[src/hw/rtl/lds_pkg.sv]
`timescale 1ns / 1ps
// ----------------------------------------------------------------------------
// lds_pkg
// Shared constants, types and codes of the LED scan refresh block.
// ----------------------------------------------------------------------------
package lds_pkg;

  localparam int CHANNELS           = 16;
  localparam int CHAN_W             = 4;
  localparam int ROW_W              = 4;
  localparam int BANK_SIZE          = 256;
  localparam int MEM_DEPTH          = 2 * BANK_SIZE;
  localparam int MEM_AW             = 9;
  localparam int PIX_W              = 16;
  localparam int ADDR_W             = 8;
  localparam int LVL_W              = 7;
  localparam int CNT_W              = 7;
  localparam int CHUNK_W            = 64;
  localparam int CIDX_W             = 2;
  localparam int IN_TDATA_W         = 24;
  localparam int OUT_TDATA_W        = 72;
  localparam int CFG_AW             = 3;
  localparam int CFG_DW             = 32;

  localparam int BANK_ROWS_DEF      = 16;
  localparam int REFRESH_PERIOD_DEF = 128;

  localparam logic [LVL_W-1:0]  LVL_RESET   = 7'd64;
  localparam logic [7:0]        TMGRST_BYTE = 8'h02;
  localparam logic [CIDX_W-1:0] LAST_CHUNK  = 2'd3;

  localparam logic OP_LATCH = 1'b0;
  localparam logic OP_WRITE = 1'b1;

  localparam logic REG_GLOBAL_BRIGHTNESS = 1'b0;

  typedef enum logic [3:0] {
    ST_CLEAR = 4'b0001,
    ST_IDLE  = 4'b0010,
    ST_STAGE = 4'b0100,
    ST_SEND  = 4'b1000
  } lds_state_t;

  typedef struct packed {
    logic              clr_we;
    logic [MEM_AW-1:0] clr_addr;
    logic              pix_we;
    logic              rd_en;
    logic [CHAN_W-1:0] rd_chan;
    logic              cap_en;
    logic [CHAN_W-1:0] cap_chan;
    logic              latch_lvl;
    logic              commit;
    logic              load_out;
    logic              out_kind;
    logic [CIDX_W-1:0] out_chunk;
  } lds_cmd_t;

endpackage

[src/hw/rtl/lds_ctrl.sv]
`timescale 1ns / 1ps
// ----------------------------------------------------------------------------
// lds_ctrl
// Sequencer: memory clear, input handshake, row staging, chunk output.
// ----------------------------------------------------------------------------
module lds_ctrl (
  input  logic             clk,
  input  logic             rst_n,
  input  logic             in_tvalid,
  output logic             in_tready,
  input  logic             in_op,
  output logic             out_tvalid,
  input  logic             out_tready,
  output lds_pkg::lds_cmd_t cmd
);
  import lds_pkg::*;

  lds_state_t          state_r, state_nxt;
  logic [MEM_AW-1:0]   clr_cnt_r, clr_cnt_nxt;
  logic [CHAN_W:0]     stg_cnt_r, stg_cnt_nxt;
  logic [CIDX_W-1:0]   chunk_r, chunk_nxt;
  logic                kind_r, kind_nxt;
  logic                ctl_r, ctl_nxt;
  logic                out_valid_r, out_valid_nxt;

  always_comb begin
    cmd         = '0;
    in_tready   = 1'b0;
    state_nxt   = state_r;
    clr_cnt_nxt = clr_cnt_r;
    stg_cnt_nxt = stg_cnt_r;
    chunk_nxt   = chunk_r;
    kind_nxt    = kind_r;
    ctl_nxt     = ctl_r;
    unique case (state_r)
      ST_CLEAR: begin
        cmd.clr_we   = 1'b1;
        cmd.clr_addr = clr_cnt_r;
        clr_cnt_nxt  = clr_cnt_r + 1'b1;
        if (clr_cnt_r == MEM_AW'(MEM_DEPTH - 1)) begin
          state_nxt = ST_IDLE;
        end
      end
      ST_IDLE: begin
        in_tready = 1'b1;
        if (in_tvalid) begin
          if (in_op == OP_WRITE) begin
            cmd.pix_we = 1'b1;
          end else if (!ctl_r) begin
            kind_nxt  = 1'b0;
            chunk_nxt = '0;
            ctl_nxt   = 1'b1;
            state_nxt = ST_SEND;
          end else begin
            cmd.latch_lvl = 1'b1;
            kind_nxt      = 1'b1;
            chunk_nxt     = '0;
            ctl_nxt       = 1'b0;
            stg_cnt_nxt   = '0;
            state_nxt     = ST_STAGE;
          end
        end
      end
      ST_STAGE: begin
        cmd.rd_en    = ~stg_cnt_r[CHAN_W];
        cmd.rd_chan  = stg_cnt_r[CHAN_W-1:0];
        cmd.cap_en   = (stg_cnt_r != '0);
        cmd.cap_chan = CHAN_W'(stg_cnt_r - 1'b1);
        stg_cnt_nxt  = stg_cnt_r + 1'b1;
        if (stg_cnt_r[CHAN_W]) begin
          cmd.commit = 1'b1;
          state_nxt  = ST_SEND;
        end
      end
      ST_SEND: begin
        if (!out_valid_r || out_tready) begin
          cmd.load_out  = 1'b1;
          cmd.out_kind  = kind_r;
          cmd.out_chunk = chunk_r;
          chunk_nxt     = chunk_r + 1'b1;
          if (chunk_r == LAST_CHUNK) begin
            state_nxt = ST_IDLE;
          end
        end
      end
      default: begin
        state_nxt = ST_IDLE;
      end
    endcase
  end

  always_comb begin
    if (cmd.load_out) begin
      out_valid_nxt = 1'b1;
    end else if (out_tready) begin
      out_valid_nxt = 1'b0;
    end else begin
      out_valid_nxt = out_valid_r;
    end
  end

  assign out_tvalid = out_valid_r;

  always_ff @(posedge clk) begin
    if (!rst_n) begin
      state_r     <= ST_CLEAR;
      clr_cnt_r   <= '0;
      stg_cnt_r   <= '0;
      chunk_r     <= '0;
      kind_r      <= 1'b0;
      ctl_r       <= 1'b0;
      out_valid_r <= 1'b0;
    end else begin
      state_r     <= state_nxt;
      clr_cnt_r   <= clr_cnt_nxt;
      stg_cnt_r   <= stg_cnt_nxt;
      chunk_r     <= chunk_nxt;
      kind_r      <= kind_nxt;
      ctl_r       <= ctl_nxt;
      out_valid_r <= out_valid_nxt;
    end
  end

endmodule

[config.mk]
export PLATFORM = sky130hd
export DESIGN_NAME = lds_ctrl
export DESIGN_NICKNAME = d
export VERILOG_FILES = /design/src/hw/rtl/lds_pkg.sv /design/src/hw/rtl/lds_ctrl.sv
export SDC_FILE = /design/constraint.sdc
export NUM_CORES = 1
export LEC_CHECK = 0
export BUFFER_PORTS_ARGS = -buffer_cell sky130_fd_sc_hd__buf_2
export CAP_MARGIN = 30
export CORE_MARGIN = 3
export CORE_UTILIZATION = 40
export DETAILED_ROUTE_END_ITERATION = 6
export MAX_ROUTING_LAYER = met4
export PLACE_DENSITY = 0.73
export SETUP_SLACK_MARGIN = 0.15
export SYNTH_ARGS = -nofsm -noshare
export SYNTH_HDL_FRONTEND = slang
export SYNTH_SLANG_ARGS = --single-unit
[constraint.sdc]
create_clock -name clk -period 2.35 [get_ports clk]
set_clock_uncertainty 0.1 [all_clocks]
set_input_delay 0.235 -clock clk [delete_from_list [all_inputs] [get_ports clk]]
set_output_delay 0.235 -clock clk [all_outputs]
set_load 0.005 [all_outputs]
==> flow_summary.ini, run 1 <==
[global_routing]
grt_pass1_wl_um = 4460
antenna_found_initial = 0
overflow = 0
grt_pass1_vias = 1019
grt_start_max_net_pins = 20
grt_use_total_pct = 16.0

[setup_path]
critical_path_depth = 4
cp-endpoint = cmd[19]
cp-start-kind = register
end_kind = output port
r2r_cells = 6
cp_num_buf_inv = 2
r2r_start = state_r[1]
cp.arrival_ns = 1.73
max_stage_delay_ns = 0.59
path_cells = or4b_4, clkinv_2, and2_4, buf_2
cp_slowest_cell = or4b_4
path_delay_family = simple AND/OR/NAND/NOR gates
r2r_end = clr_cnt_r[7]
critPathRequiredTime_ns = 2.02
ff2ff_setup_slack_ns = 0.30
critPathMaxFanout = 15
worstSetupStartpoint = state_r[1]
critPathKind = register to output port

[cells_and_area]
fin_cells = 218
nets = 198
syn2layout_area_growth_pct = 17.5
num_antenna_cells = 0
fin_area_mm2 = 0.00144
drive_above_1_share_pct = 23.5

[synthesis]
synth_top_area_cell = dfxtp_1
synth_flop_cell = dfxtp_1
syn_nets = 165
ys_types = 32
netlist_instances = 155
synth-edff-count = 0
ys_ff_latch = 23
netlist_top_cells_area = dfxtp_1 38%, nor2_1 8.3%, and2_1 6.1%
yosys_warnings = 0
syn_area_mm2 = 0.00122
ys_top_cells_by_count = 27 x nor2_1, 23 x dfxtp_1, 12 x and2_1, 12 x nand2_1, 11 x a21oi_1
synth_top_cell_area_share_pct = 37.6
synth_most_common_cell = nor2_1
async_flop_share_pct = 0
seq_area_frac_synth_pct = 37.6
syn_area_per_cell_um2 = 7.90

[run_status]
run_status = finished clean

[clock_tree]
cts_tree = done
cts_sinks = 23
hold_buffers = 0
cts_buffer_depth = 2
cts_buffers = 3
clock_latency_ns = 0.30
clk_pin_slew_worst_paths_ns = 0.13
h-tree-depth = 1
root_buffer = clkbuf_4
postCtsSetupRepairBufs = 0

[sta]
tightestPinTransition_ns = 0.738
fin_crit_sh_pct = 87.8
fmax_mhz = 484
rsz0062_at_grt = no
max_slew_margin_pct = 50.7
setup_violations = 0
setup-tns-final_ns = 0
drv_slew = 0
holdWs_ns = 0.0912
layout_min_cycle_time_ns = 2.06
hold_viol = 0

[min_path]
worstHoldStart = rst_n
hold_depth = 2
hold_path_class = input port to register

[drt]
routed_wirelength_um = 2650
drtAntennaViolNets = 0
drc = 0
drt_iter0_markers = 35
wl_per_cell_um = 12.1
firstDrtPassIters = 4
via_per_inst = 5.21
num_vias = 1136

[placed_design]
place_area_mm2 = 0.00141
port_buffers = 33
place_congestion = 0.730
dp.cells = 214
dp_hpwl_um = 1990

[die]
initial_core_util_pct = 43.3
core_area_mm2 = 0.00283
die_width_um = 61.3
die_h_um = 61.3
die_area_mm2 = 0.00376
pin_count = 34
rows = 19

[power]
worst_ir_drop_vdd_v = 0.000330
power_density_mw_per_mm2 = 690
total_power_mw = 0.992
p_leak_nw = 0.666

[flow_run]
cap_violations = 0
worst min path at each step:
stage / slack (ns) / endpoint
finish: 0.09 / state_r[0]
global route: 0.08 / chunk_r[0]
CTS: 0.06 / state_r[0]
detailed placement: 0.38 / clr_cnt_r[8]
global placement: 0.37 / chunk_r[1]
floorplan: 0.21 / state_r[0]
placed cells by master (no fill, tap or decap), types with 2 or more instances in the layout:
cell / n
nor3_1: 2
inv_1: 6
nand3_1: 6
or3_1: 3
o21ai_0: 9
nor2_1: 26
clkbuf_4: 3
and3_1: 5
xor2_1: 5
xnor2_1: 3
dfxtp_1: 23
a31oi_1: 3
ha_1: 5
nand2_1: 12
nand4_1: 2
nor4b_1: 2
buf_2: 33
and2_1: 12
or4b_4: 2
a21oi_1: 11
metal layers:
metal / GRT usage [%] / vias to the layer above / share of wire [%]
li1: - / 588 / -
met1: 20.1 / 521 / 44
met2: 26.1 / 25 / 51
met3: 3.14 / 2 / 3.9
met4: 4.55 / 0 / 0.60
met5: - / - / 0
per-stage QoR:
step	setup WS, ns	util [%]
2_1_floorplan	0.534	-
3_3_place_gp	0.427	49.7
3_5_place_dp	0.344	49.7
4_1_cts	0.257	50.8
5_1_grt	0.154	50.9
6_report	0.286	50.9
repair_timing:
item | CTS | global route
endpoints found under the setup margin | 1 | 1
hold endpoints to repair | 0 | 0
resized for setup | 1 | 1
power by group:
part,internal [mW],switching (mW)
clock network,0.0660,0.113
logic,0.132,0.181
registers,0.436,0.0638
total,0.634,0.358
registers in the layout, indices dropped and copies added, names as in the netlist:
signal,count
state_r,4
clr_cnt_r,9
ctl_r,1
out_tvalid,1
stg_cnt_r,5
kind_r,1
chunk_r,2
cell type report:
class	count	area (µm²)
tap	31	38.8
multi-input combinational	118	709
sequential	23	460
timing repair buffer	34	173
clock buffer	4	26.3
fill	286	1390
inverter	8	31.3
logic make-up (layout without fill, tap and decap cells):
logic type	Yosys count	count (layout)	synth area share (%)
AO/OA/AOI/OAI	25	25	10.9
adder cells (fa/ha/maj)	5	5	5.11
flip-flops	23	23	37.6
AND/OR/NAND/NOR	80	80	35.6
buffers and inverters	14	46	5.00
XOR/XNOR	8	8	5.72
No activity file was read; power rests on OpenSTA's default activity.
==> run 2: changes to the inputs <==
ABC_AREA = 1   (was not set)
PLACE_DENSITY = 0.72   (was 0.73)
==> run 2 against run 1 <==
Effect of this change: critical path depth grew 7; cell count grew 32%; worst hold slack gained 0.013 ns; critical endpoint is now state_r[3]; largest cell class unchanged.
==> flow_summary.ini, run 2 <==
[run_status]
run_status = finished clean

[power]
power_density_mw_per_mm2 = 736
p_leak_nw = 0.807
worst_ir_drop_vdd_v = 0.000562

[drt]
drt_iter0_markers = 57
firstDrtPassIters = 4
drc = 0
via_per_inst = 4.72
num_vias = 1356
routed_wirelength_um = 2860
drtAntennaViolNets = 0
wl_per_cell_um = 9.97

[die]
die_area_mm2 = 0.00422
rows = 20
die_h_um = 64.9
core_area_mm2 = 0.00318
pin_count = 34
initial_core_util_pct = 43.7
die_width_um = 64.9

[synthesis]
syn_area_mm2 = 0.00139
async_flop_share_pct = 0
syn_nets = 223
synth-edff-count = 0
ys_types = 24
netlist_instances = 213
ys_ff_latch = 23
syn_area_per_cell_um2 = 6.52
yosys_warnings = 0
synth_flop_cell = dfxtp_1
seq_area_frac_synth_pct = 33.2
synth_top_cell_area_share_pct = 33.2
netlist_top_cells_area = dfxtp_1 33%, nor2_1 10%, inv_1 10%
ys_top_cells_by_count = 38 x nor2_1, 37 x inv_1, 34 x nand2_1
synth_top_area_cell = dfxtp_1
synth_most_common_cell = nor2_1

[cells_and_area]
num_antenna_cells = 0
multiInputGateArea_um2 = 746
layout_commonest_cell = nor2_1
most-common-layout-cells = 38 x nor2_1, 37 x inv_1, 34 x nand2_1, 33 x buf_2, 23 x dfxtp_1
n_fill_cell = 372
largest_reg_flops = 9
top_register = clr_cnt_r
drive_above_1_share_pct = 19.8
nets = 254
syn2layout_area_growth_pct = 14.9
top_regs = clr_cnt_r (9), stg_cnt_r (5), state_r (4)
final-seq-area_um2 = 460

[setup_path]
critPathKind = register to register
critPathRequiredTime_ns = 2.47
cp.arrival_ns = 1.97
cp_num_buf_inv = 1
r2r_start = clr_cnt_r[0]
end_kind = register
r2r_end = state_r[3]
critPathMaxFanout = 4
cp-start-kind = register
r2r_cells = 11
path_delay_family = simple AND/OR/NAND/NOR gates
crit_top_cell = nand2_1
max_stage_delay_ns = 0.37
ff2ff_setup_slack_ns = 0.50
critical_path_depth = 11
cp_slowest_cell = dfxtp_1
path_cells = ha_1, nand2_1, nor4_1, ha_1, inv_1, nand3_1, nand2_1, nor2_1, nand3_1, nand2_1, nor2_1

[sta]
setup-tns-final_ns = 0
fin_crit_sh_pct = 78.5
max_slew_margin_pct = 73.7
layout_min_cycle_time_ns = 1.85
tightestPinTransition_ns = 0.394
rsz0062_at_grt = no
hold_viol = 0
setup_violations = 0
timing.final.ws_setup_ns = 0.504
drv_slew = 0
fmax_mhz = 542

[clock_tree]
h-tree-depth = 1
cts_resized = 0
cts_tree = done
clk_pin_slew_worst_paths_ns = 0.13
cts_buffer_depth = 2
root_buffer = clkbuf_4
cts_buffers = 3
cts_sinks = 23
postCtsSetupRepairBufs = 0
hold_buffers = 0
clock_latency_ns = 0.31

[global_routing]
antenna_found_initial = 0
overflow = 0
grt_start_max_net_pins = 19
grt_pass1_wl_um = 4860
grt_pass1_vias = 1194
grt_use_total_pct = 14.4

[min_path]
worstHoldStart = rst_n
hold_path_class = input port to register
whs_endpoint = state_r[0]
hold_depth = 2

[flow_run]
cap_violations = 0

[placed_design]
pre_cts_slack_ns = 0.533
port_buffers = 33
dp_hpwl_um = 2200
place_congestion = 0.837
==> run 2: cell count changes after synthesis, sizes merged, moves of 5 or more <==
cell   before  now
and2       13    0
nand2      12   38
xor2        5    0
nor2       27   42
a21oi      11   17
inv         6   38
nand3       7   19
and3        5    0
==> run 2: layer usage <==
layer | vias up | wire length, µm | global-route usage [%]
met5 | - | 0 | -
met4 | 0 | 13 | 3.17
met3 | 2 | 182 | 3.64
met2 | 36 | 1310 | 24.3
met1 | 586 | 1360 | 17.4
li1 | 732 | - | -
==> run 2: area by class of cell <==
class                           instances  share of cell area (%)
Clock buffer                            4                    1.65
Inverter                               38                    8.94
Multi-Input combinational cell        145                    46.7
Sequential cell                        23                    28.9
Tap cell                               44                    3.45
Timing Repair Buffer                   33                    10.4
==> run 2: cells by family (layout without fill, tap and decap cells) <==
kind of cell	count (synthesis)	after routing	share of synthesized area, %
buffers and inverters	45	75	13.2
AO/OA/AOI/OAI	28	28	10.6
adder cells (fa/ha/maj)	5	5	4.50
AND/OR/NAND/NOR	111	111	37.8
multiplexers	1	1	0.721
flip-flops	23	23	33.2
==> run 2: power by group <==
part	internal (mW)	switching (mW)	total (mW)
Clock	0.0663	0.119	0.185
Sequential	0.450	0.0598	0.510
Combinational	0.158	0.323	0.480
Total	0.674	0.501	1.17
==> run 2: per-stage QoR <==
stage	hold WS [ns]	power, mW	instances	util [%]	cell area (µm²)
final	0.104	1.17	287	50.2	1600
after global routing	0.121	1.29	287	50.2	1600
after CTS	0.0961	1.19	287	50.2	1600
after detailed placement	0.364	1.00	283	49.4	1570
after global placement	0.354	0.998	283	49.4	1570
after floorplan	0.273	0.892	213	-	1390
==> run 2: how the worst max path moves through the flow <==
stage,slack [ns],start,end
after detailed placement,0.53,clr_cnt_r[1],state_r[3]
after CTS,0.48,state_r[0],cmd[9]
after global placement,0.60,clr_cnt_r[1],state_r[3]
after floorplan,0.69,clr_cnt_r[1],state_r[3]
after global routing,0.26,clr_cnt_r[0],state_r[3]
final,0.50,clr_cnt_r[0],state_r[3]
==> run 3: changes to the inputs <==
ABC_AREA = 0   (was 1)
PLACE_DENSITY = 0.75   (was 0.72)
clock period = 1.6 ns   (was 2.35 ns; I/O delays follow)
==> run 3 against run 2 <==
Effect of this change: the flow now finishes with violations (negative setup slack); clock power rose by 56%; global-route usage increased by 7.7 points; worst hold slack improved by 0.075 ns; core utilization rose by 29 points; worst setup slack worse by 0.96 ns; via count up 6.3%; sequential share of layout area down 7.9 points.
==> flow_summary.ini, run 3 (synthesis results as in run 1) <==
[run_status]
run_status = finished, violations left
violations = negative setup slack

[placed_design]
place_congestion = 0.792
place_area_mm2 = 0.00163
port_buffers = 33
dp_hpwl_um = 2320

[cells_and_area]
final-seq-area_um2 = 469
drive_above_1_share_pct = 61.0
layout_commonest_cell = buf_6
fin_area_mm2 = 0.00224
most-common-layout-cells = 36 x buf_6, 26 x buf_4, 19 x buf_2, 18 x dfxtp_1, 17 x nor2_1
largest_reg_flops = 9
multiInputGateArea_um2 = 937
top_regs = clr_cnt_r (9), stg_cnt_r (5), state_r (4)
syn2layout_area_growth_pct = 82.6
num_antenna_cells = 0
top_register = clr_cnt_r
nets = 247
n_fill_cell = 163

[sta]
max_slew_margin_pct = 73.8
setup-tns-final_ns = -14.67
rsz0062_at_grt = yes
timing.final.ws_setup_ns = -0.457
setup_violations = 50
drv_slew = 0
fmax_mhz = 486
hold_viol = 0
tightestPinTransition_ns = 0.388
layout_min_cycle_time_ns = 2.06
fin_crit_sh_pct = 129

[setup_path]
r2r_end = clr_cnt_r[5]
max_stage_delay_ns = 0.58
cp-start-kind = register
path_delay_family = simple AND/OR/NAND/NOR gates
cp_num_buf_inv = 3
r2r_start = state_r[3]
path_cells = buf_6, or4b_4, buf_12, nor2_1, buf_2
critPathMaxFanout = 5
cp.arrival_ns = 1.80
end_kind = output port
r2r_cells = 7
critPathRequiredTime_ns = 1.34
cp_slowest_cell = or4b_4
ff2ff_setup_slack_ns = -0.41
critPathKind = register to output port

[min_path]
hold_depth = 4
hold_path_class = input port to register
whs_endpoint = kind_r
worstHoldStart = in_op

[die]
initial_core_util_pct = 43.3
die_width_um = 61.3
die_h_um = 61.3
pin_count = 34
core_area_mm2 = 0.00283
rows = 19
die_area_mm2 = 0.00376

[clock_tree]
cts_buffer_depth = 2
clk_pin_slew_worst_paths_ns = 0.14
cts_tree = done
cts_buffers = 3
clock_latency_ns = 0.34
cts_sinks = 23
h-tree-depth = 1
root_buffer = clkbuf_4

[drt]
via_per_inst = 5.40
wl_per_cell_um = 16.5
drt_iter0_markers = 85
firstDrtPassIters = 4
num_vias = 1442
drtAntennaViolNets = 0
routed_wirelength_um = 4400
drc = 0

[global_routing]
antenna_found_initial = 0
grt_pass1_wl_um = 5940
grt_pass1_vias = 1283
overflow = 0
grt_start_max_net_pins = 13
grt_use_total_pct = 22.1

[power]
worst_ir_drop_vdd_v = 0.000925
power_density_mw_per_mm2 = 1090
p_leak_nw = 1.01

[flow_run]
cap_violations = 0
-- run 3: cell count changes in the layout (fill, tap and decap cells not counted), moves of 5 or more --
cell / before / now
a21oi_1: 17 / 5
a21oi_2: 0 / 5
and2_4: 0 / 12
buf_2: 33 / 19
buf_4: 0 / 26
buf_6: 0 / 36
dfxtp_1: 23 / 18
inv_1: 37 / 4
nand2_1: 34 / 7
nand3_1: 18 / 3
nor2_1: 38 / 17
-- run 3: layer usage --
metal	global-route usage [%]	up-vias	share of wire [%]
met4	5.76	0	1.2
met5	-	-	0
met3	5.03	6	4.9
met1	25.3	702	41
met2	38.8	48	53
li1	-	686	-
-- run 3: area by class of cell --
cell class / count / share of cell area [%]
sequential: 23 / 21.0
multi-input combinational: 118 / 41.9
tap: 31 / 1.73
clock buffer: 4 / 1.17
inverter: 8 / 1.79
timing repair buffer: 83 / 32.4
-- run 3: worst max path at each step --
stage,to,cells past startpoint,slack (ns),startpoint
after floorplan,clr_cnt_r[5],6,-0.16,state_r[2]
after global routing,cmd[11],5,-0.52,state_r[1]
final,cmd[10],5,-0.46,state_r[1]
after global placement,clr_cnt_r[7],6,-0.13,state_r[2]
after detailed placement,clr_cnt_r[5],6,-0.19,state_r[2]
after CTS,cmd[12],5,-0.40,state_r[3]
-- run 3: timing repair --
action / CTS / global route
gates resized for setup: 40 / 58
endpoints found under the hold margin: 1 / 0
hold buffers: 1 / 0
pin swaps: 23 / 16
buffers inserted: 15 / 10
setup endpoints to repair: 47 / 50
-- run 3: through the flow --
stage	hold WS (ns)	power (mW)	setup WS (ns)	utilization (%)	instances
after floorplan	0.136	1.11	-0.164	-	155
after global placement	0.315	1.46	-0.128	57.6	237
after global routing	0.208	2.58	-0.520	79.1	267
final	0.180	2.45	-0.457	79.1	267
after detailed placement	0.305	1.49	-0.185	57.6	237
after CTS	0.174	1.96	-0.398	67.4	257
-- run 3: power breakdown --
part | internal (mW) | switching, mW
Clock | 0.0981 | 0.190
Sequential | 0.650 | 0.0604
Combinational | 0.816 | 0.635
-- run 3: worst reg2reg max path, delay by kind of cell (launching register included) --
kind / cells / cell delay [ns]
and+or+nand+nor: 4 / 1.11
DFF: 1 / 0.37
buffers and inverters: 2 / 0.21
AOI/OAI and AO/OA: 1 / 0.16
